==> src/rtl/ihex_pkg.sv <==
// Package for the Intel HEX record encoder.
// Holds the record size, the sequencer types and the character helpers.
// No dependencies.
package ihex_pkg;

    // Data bytes per full record
    localparam int RECORD_BYTES = 16;
    localparam int FILL_W       = $clog2(RECORD_BYTES + 1);
    localparam int IDX_W        = $clog2(RECORD_BYTES);

    // Characters in the end-of-file record including newline
    localparam int EOF_CHARS = 12;
    localparam int EOF_W     = $clog2(EOF_CHARS);

    // Input operation codes
    localparam logic [1:0] OP_DATA      = 2'd0;
    localparam logic [1:0] OP_DATA_LAST = 2'd1;
    localparam logic [1:0] OP_END       = 2'd2;

    localparam logic [7:0] CH_COLON   = 8'h3A;
    localparam logic [7:0] CH_NEWLINE = 8'h0A;
    localparam logic [7:0] CH_ZERO    = 8'h30;
    localparam logic [7:0] CH_ONE     = 8'h31;
    localparam logic [7:0] CH_F       = 8'h46;
    localparam logic [7:0] CH_A       = 8'h41;

    typedef enum logic [2:0] {
        ST_IDLE,
        ST_COLON,
        ST_HI,
        ST_LO,
        ST_NL,
        ST_EOF
    } seq_state_t;

    // Byte of the data record currently being sent
    typedef enum logic [2:0] {
        F_LEN,
        F_ADDR_HI,
        F_ADDR_LO,
        F_TYPE,
        F_DATA,
        F_CSUM
    } rec_field_t;

    // One character from the sequencer toward the output register
    typedef struct packed {
        logic       valid;
        logic [7:0] ch;
        logic       last;
    } char_emit_t;

    // Text of the end-of-file record ":00000001FF\n"
    function automatic logic [7:0] eof_char(input logic [EOF_W-1:0] idx);
        logic [7:0] c;
        unique case (idx)
            EOF_W'(0):  c = CH_COLON;
            EOF_W'(8):  c = CH_ONE;
            EOF_W'(9):  c = CH_F;
            EOF_W'(10): c = CH_F;
            EOF_W'(11): c = CH_NEWLINE;
            default:    c = CH_ZERO;
        endcase
        return c;
    endfunction

endpackage

==> src/rtl/ihex_hex.sv <==
// Shared byte unit: upper-case hex digit of one nibble and checksum add.
// Depends on ihex_pkg.
module ihex_hex
    import ihex_pkg::*;
(
    input  logic [7:0] value,
    input  logic       sel_lo,
    input  logic [7:0] acc,
    output logic [7:0] ascii,
    output logic [7:0] sum
);

    logic [3:0] nib;

    // Nibble pick and digit conversion
    always_comb
    begin
        nib = sel_lo ? value[3:0] : value[7:4];
        if (nib < 4'd10)
            ascii = CH_ZERO + {4'd0, nib};
        else
            ascii = CH_A + {4'd0, nib} - 8'd10;
    end

    // Running checksum, modulo 256
    assign sum = acc + value;

endmodule

==> src/rtl/ihex_seq.sv <==
// Record sequencer: byte buffer, fill count, record address, checksum
// and the state machine that sends one character per step.
// Depends on ihex_pkg and ihex_hex.
module ihex_seq
    import ihex_pkg::*;
(
    input  logic             clk,
    input  logic             rst_n,
    input  logic             in_valid,
    input  logic [1:0]       op,
    input  logic [7:0]       data_byte,
    output logic             in_stall,
    input  logic             advance,
    input  logic [15:0]      start_addr,
    input  logic             cfg_wr_en,
    input  logic [15:0]      cfg_wr_data,
    output char_emit_t       emit
);

    seq_state_t          state_reg, state_next;
    rec_field_t          field_reg, field_next;
    logic [IDX_W-1:0]    idx_reg, idx_next;
    logic [FILL_W-1:0]   fill_reg, fill_next;
    logic [15:0]         addr_reg, addr_next;
    logic [7:0]          acc_reg, acc_next;
    logic                open_reg, open_next;
    logic                eof_pend_reg, eof_pend_next;
    logic [EOF_W-1:0]    eof_idx_reg, eof_idx_next;

    logic [7:0]          buf_mem [RECORD_BYTES];

    logic                accept;
    logic                take_byte;
    logic [FILL_W-1:0]   fill_inc;
    logic [FILL_W-1:0]   idx_inc;
    logic [7:0]          cur_byte;
    logic [7:0]          hex_char;
    logic [7:0]          hex_sum;

    assign in_stall  = (state_reg != ST_IDLE);
    assign accept    = in_valid && (state_reg == ST_IDLE);
    assign take_byte = accept && (op == OP_DATA || op == OP_DATA_LAST);
    assign fill_inc  = fill_reg + FILL_W'(1);
    assign idx_inc   = FILL_W'(idx_reg) + FILL_W'(1);

    // Byte under conversion
    always_comb
    begin
        case (field_reg)
            F_LEN:     cur_byte = 8'(fill_reg);
            F_ADDR_HI: cur_byte = addr_reg[15:8];
            F_ADDR_LO: cur_byte = addr_reg[7:0];
            F_DATA:    cur_byte = buf_mem[idx_reg];
            F_CSUM:    cur_byte = 8'd0 - acc_reg;
            default:   cur_byte = 8'd0;
        endcase
    end

    ihex_hex u_hex (
        .value  (cur_byte),
        .sel_lo (state_reg == ST_LO),
        .acc    (acc_reg),
        .ascii  (hex_char),
        .sum    (hex_sum)
    );

    // Byte buffer
    always_ff @(posedge clk)
    begin
        if (take_byte)
            buf_mem[fill_reg[IDX_W-1:0]] <= data_byte;
    end

    // State registers
    always_ff @(posedge clk or negedge rst_n)
    begin
        if (!rst_n)
        begin
            state_reg    <= ST_IDLE;
            field_reg    <= F_LEN;
            idx_reg      <= '0;
            fill_reg     <= '0;
            addr_reg     <= 16'h0100;
            acc_reg      <= '0;
            open_reg     <= 1'b0;
            eof_pend_reg <= 1'b0;
            eof_idx_reg  <= '0;
        end
        else
        begin
            state_reg    <= state_next;
            field_reg    <= field_next;
            idx_reg      <= idx_next;
            fill_reg     <= fill_next;
            addr_reg     <= addr_next;
            acc_reg      <= acc_next;
            open_reg     <= open_next;
            eof_pend_reg <= eof_pend_next;
            eof_idx_reg  <= eof_idx_next;
        end
    end

    // Next state and character output
    always_comb
    begin
        state_next    = state_reg;
        field_next    = field_reg;
        idx_next      = idx_reg;
        fill_next     = fill_reg;
        addr_next     = addr_reg;
        acc_next      = acc_reg;
        open_next     = open_reg;
        eof_pend_next = eof_pend_reg;
        eof_idx_next  = eof_idx_reg;
        emit          = '0;

        unique case (state_reg)
            ST_IDLE:
            begin
                // Address follows the start register while no stream is open
                if (cfg_wr_en && !open_reg)
                    addr_next = cfg_wr_data;
                if (take_byte)
                begin
                    open_next = 1'b1;
                    fill_next = fill_inc;
                    if (fill_inc == FILL_W'(RECORD_BYTES) || op == OP_DATA_LAST)
                    begin
                        state_next    = ST_COLON;
                        field_next    = F_LEN;
                        acc_next      = '0;
                        eof_pend_next = (op == OP_DATA_LAST);
                    end
                end
                else if (accept && op == OP_END)
                begin
                    if (fill_reg != '0)
                    begin
                        state_next    = ST_COLON;
                        field_next    = F_LEN;
                        acc_next      = '0;
                        eof_pend_next = 1'b1;
                    end
                    else
                    begin
                        state_next   = ST_EOF;
                        eof_idx_next = '0;
                    end
                end
            end

            ST_COLON:
            begin
                emit.valid = advance;
                emit.ch    = CH_COLON;
                if (advance)
                    state_next = ST_HI;
            end

            ST_HI:
            begin
                emit.valid = advance;
                emit.ch    = hex_char;
                if (advance)
                    state_next = ST_LO;
            end

            ST_LO:
            begin
                emit.valid = advance;
                emit.ch    = hex_char;
                if (advance)
                begin
                    state_next = ST_HI;
                    if (field_reg != F_CSUM)
                        acc_next = hex_sum;
                    case (field_reg)
                        F_LEN:     field_next = F_ADDR_HI;
                        F_ADDR_HI: field_next = F_ADDR_LO;
                        F_ADDR_LO: field_next = F_TYPE;
                        F_TYPE:
                        begin
                            field_next = F_DATA;
                            idx_next   = '0;
                        end
                        F_DATA:
                        begin
                            if (idx_inc == fill_reg)
                                field_next = F_CSUM;
                            else
                                idx_next = idx_inc[IDX_W-1:0];
                        end
                        default: state_next = ST_NL;
                    endcase
                end
            end

            ST_NL:
            begin
                emit.valid = advance;
                emit.ch    = CH_NEWLINE;
                emit.last  = !eof_pend_reg;
                if (advance)
                begin
                    addr_next = addr_reg + 16'(fill_reg);
                    fill_next = '0;
                    if (eof_pend_reg)
                    begin
                        state_next   = ST_EOF;
                        eof_idx_next = '0;
                    end
                    else
                        state_next = ST_IDLE;
                end
            end

            ST_EOF:
            begin
                emit.valid = advance;
                emit.ch    = eof_char(eof_idx_reg);
                emit.last  = (eof_idx_reg == EOF_W'(EOF_CHARS - 1));
                if (advance)
                begin
                    if (eof_idx_reg == EOF_W'(EOF_CHARS - 1))
                    begin
                        state_next    = ST_IDLE;
                        fill_next     = '0;
                        addr_next     = start_addr;
                        open_next     = 1'b0;
                        eof_pend_next = 1'b0;
                    end
                    else
                        eof_idx_next = eof_idx_reg + EOF_W'(1);
                end
            end

            default: state_next = ST_IDLE;
        endcase
    end

    // Checks
    a_idle_fill: assert property (@(posedge clk) disable iff (!rst_n)
        state_reg == ST_IDLE |-> fill_reg < FILL_W'(RECORD_BYTES))
        else $error("buffer full while idle");

    a_data_idx: assert property (@(posedge clk) disable iff (!rst_n)
        (state_reg == ST_HI || state_reg == ST_LO) && field_reg == F_DATA
        |-> FILL_W'(idx_reg) < fill_reg)
        else $error("data index past record length");

    a_eof_follow: assert property (@(posedge clk) disable iff (!rst_n)
        state_reg == ST_NL && advance && eof_pend_reg |=> state_reg == ST_EOF)
        else $error("end-of-file record not started after final data record");

    a_emit_busy: assert property (@(posedge clk) disable iff (!rst_n)
        emit.valid |-> in_stall && advance)
        else $error("character sent while idle or blocked");

endmodule

==> src/rtl/intel_hex_record_encoder_core.sv <==
// Top level of the Intel HEX record encoder.
// Depends on ihex_pkg and ihex_seq; holds start address and output register.
//
//  channel  direction  handshake                  payload
//  in       input      in_valid / in_stall        op, data_byte
//  out      output     out_valid / out_stall      out_char, last_of_run
//  cfg      input      cfg_wr_en                  cfg_wr_data (start address)
//
// One character leaves per cycle while the output is not stalled; the state
// machine driving the shared hex unit sets this pace. A data record of N bytes
// is 2*N+12 characters, the end-of-file record 12 more; items that send
// nothing raise no stall. Input is stalled until the last character of an item
// has entered the output register. Reset empties the buffer and sets the start
// address to 0x0100. Output stall freezes the sequencer in place.
module intel_hex_record_encoder_core
    import ihex_pkg::*;
(
    input  logic        clk,
    input  logic        rst_n,
    input  logic        in_valid,
    output logic        in_stall,
    input  logic [1:0]  op,
    input  logic [7:0]  data_byte,
    output logic        out_valid,
    input  logic        out_stall,
    output logic [7:0]  out_char,
    output logic        last_of_run,
    input  logic        cfg_wr_en,
    input  logic [15:0] cfg_wr_data
);

    logic        out_valid_reg;
    logic [7:0]  out_char_reg;
    logic        out_last_reg;
    logic [15:0] start_addr_reg;
    logic        advance;
    char_emit_t  emit;

    assign advance = !out_valid_reg || !out_stall;

    ihex_seq u_seq (
        .clk         (clk),
        .rst_n       (rst_n),
        .in_valid    (in_valid),
        .op          (op),
        .data_byte   (data_byte),
        .in_stall    (in_stall),
        .advance     (advance),
        .start_addr  (start_addr_reg),
        .cfg_wr_en   (cfg_wr_en),
        .cfg_wr_data (cfg_wr_data),
        .emit        (emit)
    );

    // Start address register
    always_ff @(posedge clk or negedge rst_n)
    begin
        if (!rst_n)
            start_addr_reg <= 16'h0100;
        else if (cfg_wr_en)
            start_addr_reg <= cfg_wr_data;
    end

    // Output valid
    always_ff @(posedge clk or negedge rst_n)
    begin
        if (!rst_n)
            out_valid_reg <= 1'b0;
        else if (advance)
            out_valid_reg <= emit.valid;
    end

    // Output payload
    always_ff @(posedge clk)
    begin
        if (advance && emit.valid)
        begin
            out_char_reg <= emit.ch;
            out_last_reg <= emit.last;
        end
    end

    assign out_valid   = out_valid_reg;
    assign out_char    = out_char_reg;
    assign last_of_run = out_last_reg;

endmodule

==> config.mk <==
export PLATFORM = sky130hd
export DESIGN_NAME = intel_hex_record_encoder_core
export DESIGN_NICKNAME = d
export VERILOG_FILES = /design/src/rtl/ihex_pkg.sv /design/src/rtl/ihex_hex.sv /design/src/rtl/ihex_seq.sv /design/src/rtl/intel_hex_record_encoder_core.sv
export SDC_FILE = /design/constraint.sdc
export NUM_CORES = 1
export LEC_CHECK = 0
export BUFFER_PORTS_ARGS = -buffer_cell sky130_fd_sc_hd__buf_2
export CORE_ASPECT_RATIO = 1.1
export CORE_MARGIN = 2
export CORE_UTILIZATION = 60
export DETAILED_ROUTE_END_ITERATION = 12
export PLACE_DENSITY = 0.79
export SYNTH_ARGS = -nofsm -noshare
export SYNTH_HDL_FRONTEND = slang
export SYNTH_SLANG_ARGS = --single-unit
==> constraint.sdc <==
create_clock -name clk -period 4.9 [get_ports clk]
set_input_delay 1.225 -clock clk [delete_from_list [all_inputs] [get_ports clk]]
set_output_delay 1.225 -clock clk [all_outputs]
set_load 0.02 [all_outputs]
==> insert_results.sql <==
INSERT INTO impl_metrics (metric_group, metric, value, unit) VALUES
('yosys', 'yosys_register_bits', '198', ''),
('global_routing', 'first_pass_grt_wire_length', '35000', 'µm'),
('drt', 'post_detailed_route_drc_marker_count', '0', ''),
('worst_setup_path', 'timing.critical_path.slowest_cell_delay', '0.56', 'ns'),
('worst_setup_path', 'critical_path.cell_chain', 'buf_4, mux4_2, mux2_2, nand2_1, nand2_1, ha_1, a21oi_1, nand2_1, o311ai_1, o211ai_1, or2_1, a211oi_1, o22ai_1', ''),
('clock_tree', 'post_cts_resized', '0', ''),
('drt', 'dr_wl_met2', '11300', 'µm'),
('layout', 'share_of_final_layout_standard_cells_stronger_than_drive_strength_1', '0.203', ''),
('power', 'clock_power_share', '0.266', ''),
('floorplan', 'die_width', '126', 'µm'),
('placed_design', 'placed_wire_length_estimate', '15100', 'µm'),
('clock_tree', 'insertion_delay', '0.44', 'ns'),
('floorplan', 'coreArea', '16200', 'µm²'),
('global_routing', 'via_count_of_the_first_global_routing_pass', '6440', ''),
('power', 'vdd_ir_drop_max', '0.310', 'mV'),
('drt', 'final_antenna_violating_net_count', '0', ''),
('yosys', 'synth-edff-count', '136', ''),
('layout', 'synth_to_final_area_change', '9.57', '%'),
('timing', 'final-max-slew-violation-count', '0', ''),
('power', 'switchingPower', '0.00193', 'W'),
('timing', 'rsz0062_at_grt', 'no', ''),
('drt', 'met1_length', '9000', 'µm'),
('run_status', 'status', 'finished clean', ''),
('worst_setup_path', 'cp-start-kind', 'flop', ''),
('timing', 'final.setup_skew', '0.0109', 'ns'),
('yosys', 'synth_area_leader_cell', 'sky130_fd_sc_hd__edfxtp_1', ''),
('floorplan', 'initial_core_util', '0.607', ''),
('drt', 'first_drt_pass_iteration_count', '7', ''),
('clock_tree', 'clkSinkCount', '198', ''),
('clock_tree', 'max-clock-path-buffers', '2', ''),
('yosys', 'yosys_warnings', '0', ''),
('power', 'pwr_density_cell', '494', 'nW/µm²'),
('drt', 'routed_wl', '22100', 'µm'),
('drt', 'detailedRoute.firstIterationViolations', '612', ''),
('worst_setup_path', 'critical-path-top-cell-by-count', 'sky130_fd_sc_hd__nand2_1', ''),
('power', 'switching_share', '0.361', ''),
('worst_setup_path', 'worstSetupPathType', 'flop to flop', ''),
('drt', 'via_cell_ratio', '6.59', ''),
('power', 'power.internal', '0.00341', 'W'),
('timing', 'setup_viol', '0', ''),
('worst_setup_path', 'critPathMaxFanout', '29', ''),
('layout', 'fill_cells', '1115', ''),
('yosys', 'synth_cells', '764', ''),
('clock_tree', 'clkSlewWorstSetupHoldPaths', '0.08', 'ns'),
('worst_setup_path', 'timing.critical_path.required', '5.21', 'ns'),
('worst_setup_path', 'arrival', '4.32', 'ns'),
('clock_tree', 'cts.hold.buffers_added', '0', ''),
('timing', 'fin_setup_tns', '0', 'ns'),
('floorplan', 'rows', '49', ''),
('floorplan', 'die_h', '139', 'µm'),
('global_routing', 'grt_antenna_before_repair', '0', ''),
('clock_tree', 'cts_max_level', '4', ''),
('layout', 'nets', '845', ''),
('worst_setup_path', 'critical_path.n_buffers_inverters', '1', ''),
('flow_run', 'maxCapViolations', '0', ''),
('yosys', 'area_share_of_the_largest_cell_type_after_synthesis', '0.414', ''),
('yosys', 'ys_top_cells_by_area', 'sky130_fd_sc_hd__edfxtp_1, sky130_fd_sc_hd__dfrtp_1, sky130_fd_sc_hd__mux4_2, sky130_fd_sc_hd__o21ai_0, sky130_fd_sc_hd__mux2_2', ''),
('layout', 'largest_register_ffs', '128', ''),
('global_routing', 'gr-total-overflow', '0', ''),
('timing', 'finalCritPeriodShare', '0.817', ''),
('yosys', 'synth_cell_type_count', '79', ''),
('worst_setup_path', 'worst_path_dominant_cell_family', 'compound AO/OA/AOI/OAI gates', ''),
('layout', 'layout_commonest_cell', 'sky130_fd_sc_hd__edfxtp_1', ''),
('drt', 'met3WireLength', '1360', 'µm'),
('placed_design', 'port_buffers', '40', ''),
('power', 'share_seq_of_total_power', '0.428', ''),
('clock_tree', 'post-cts-setup-buffers', '0', ''),
('worst_setup_path', 'setup.worst_path.end_class', 'flop', ''),
('global_routing', 'maximum_number_of_pins_on_one_net_before_global_route_repair', '47', ''),
('clock_tree', 'cts_inserted_buffers', '17', ''),
('yosys', 'postSynth.topFlopCell', 'sky130_fd_sc_hd__edfxtp_1', '');
## final cells by class
type | count | area [µm²] | share of cell area
Clock buffer | 17 | 425 | 0.0393
Clock inverter | 15 | 195 | 0.0181
Inverter | 14 | 52.6 | 0.00486
Multi-Input combinational cell | 513 | 4000 | 0.370
Sequential cell | 198 | 5640 | 0.522
Tap cell | 204 | 255 | 0.0236
Timing Repair Buffer | 46 | 245 | 0.0227
## power groups by stage
stage / clock (W) / sequential, W / combinational [W]
global placement: 0 / 0.00229 / 0.00157
floorplan: 0 / 0.00221 / 0.00130
global route: 0.00149 / 0.00231 / 0.00182
CTS: 0.00143 / 0.00227 / 0.00163
detailed placement: 0 / 0.00231 / 0.00162
finish: 0.00142 / 0.00228 / 0.00164
## tightest hold or removal path: cells and delay by family, from the launching register on
kind             cells  cell delay [ns]
DFF                  1             0.36
and+or+nand+nor      2             0.11
## cells by family (layout without fill, tap and decap cells)
| family | after synthesis | after routing | synth area share |
|---|---|---|---|
| and+or+nand+nor | 208 | 208 | 0.106 |
| DFF | 198 | 198 | 0.571 |
| AOI/OAI and AO/OA | 187 | 187 | 0.125 |
| muxes | 75 | 75 | 0.124 |
| buffers and inverters | 53 | 92 | 0.0254 |
| adders and majority gates | 24 | 24 | 0.0320 |
| xor gates and xnor gates | 18 | 18 | 0.0160 |
| other | 1 | 1 | 0.000380 |
## final timing paths
| path | cells after the start | slack [ns] | from | end |
|---|---|---|---|---|
| max | 13 | 0.90 | u_seq.idx_reg[0] | u_seq.acc_reg[7] |
| min | 2 | 0.50 | u_seq.open_reg | u_seq.open_reg |
| max reg2reg | 13 | 0.90 | u_seq.idx_reg[0] | u_seq.acc_reg[7] |
| min reg2reg | 2 | 0.50 | u_seq.open_reg | u_seq.open_reg |
| max in group asynchronous | 2 | 3.02 | rst_n | start_addr_reg[8] |
| min in group asynchronous | 1 | 0.93 | rst_n | start_addr_reg[14] |
## cell usage after synthesis, types with 14 or more instances
| library cell | number |
|---|---|
| sky130_fd_sc_hd__edfxtp_1 | 136 |
| sky130_fd_sc_hd__o21ai_0 | 71 |
| sky130_fd_sc_hd__nand2_1 | 70 |
| sky130_fd_sc_hd__dfrtp_1 | 60 |
| sky130_fd_sc_hd__nor2_1 | 39 |
| sky130_fd_sc_hd__mux4_2 | 34 |
| sky130_fd_sc_hd__a21oi_1 | 32 |
| sky130_fd_sc_hd__mux2_2 | 27 |
| sky130_fd_sc_hd__clkbuf_1 | 23 |
| sky130_fd_sc_hd__ha_1 | 22 |
| sky130_fd_sc_hd__nand3_1 | 17 |
| sky130_fd_sc_hd__nand2b_1 | 16 |
| sky130_fd_sc_hd__inv_1 | 14 |
## through the flow
step / util / instance area (µm²) / worst slack (ns) / std cells / hold slack, ns
finish: 0.666 / 10800 / 0.897 / 1007 / 0.500
global route: 0.666 / 10800 / 0.658 / 1007 / 0.524
CTS: 0.666 / 10800 / 0.909 / 1007 / 0.504
detailed placement: 0.627 / 10200 / 0.925 / 975 / 0.481
global placement: 0.627 / 10200 / 1.03 / 975 / 0.468
floorplan: - / 9870 / 1.28 / 764 / 0.447
## layer usage
layer  track usage  vias up
met5             0        -
met4        0.0769        0
met2         0.434      291
li1              -     2990
met1         0.354     3318
met3        0.0426       38
Note: power is estimated with default switching activity, not from simulation.
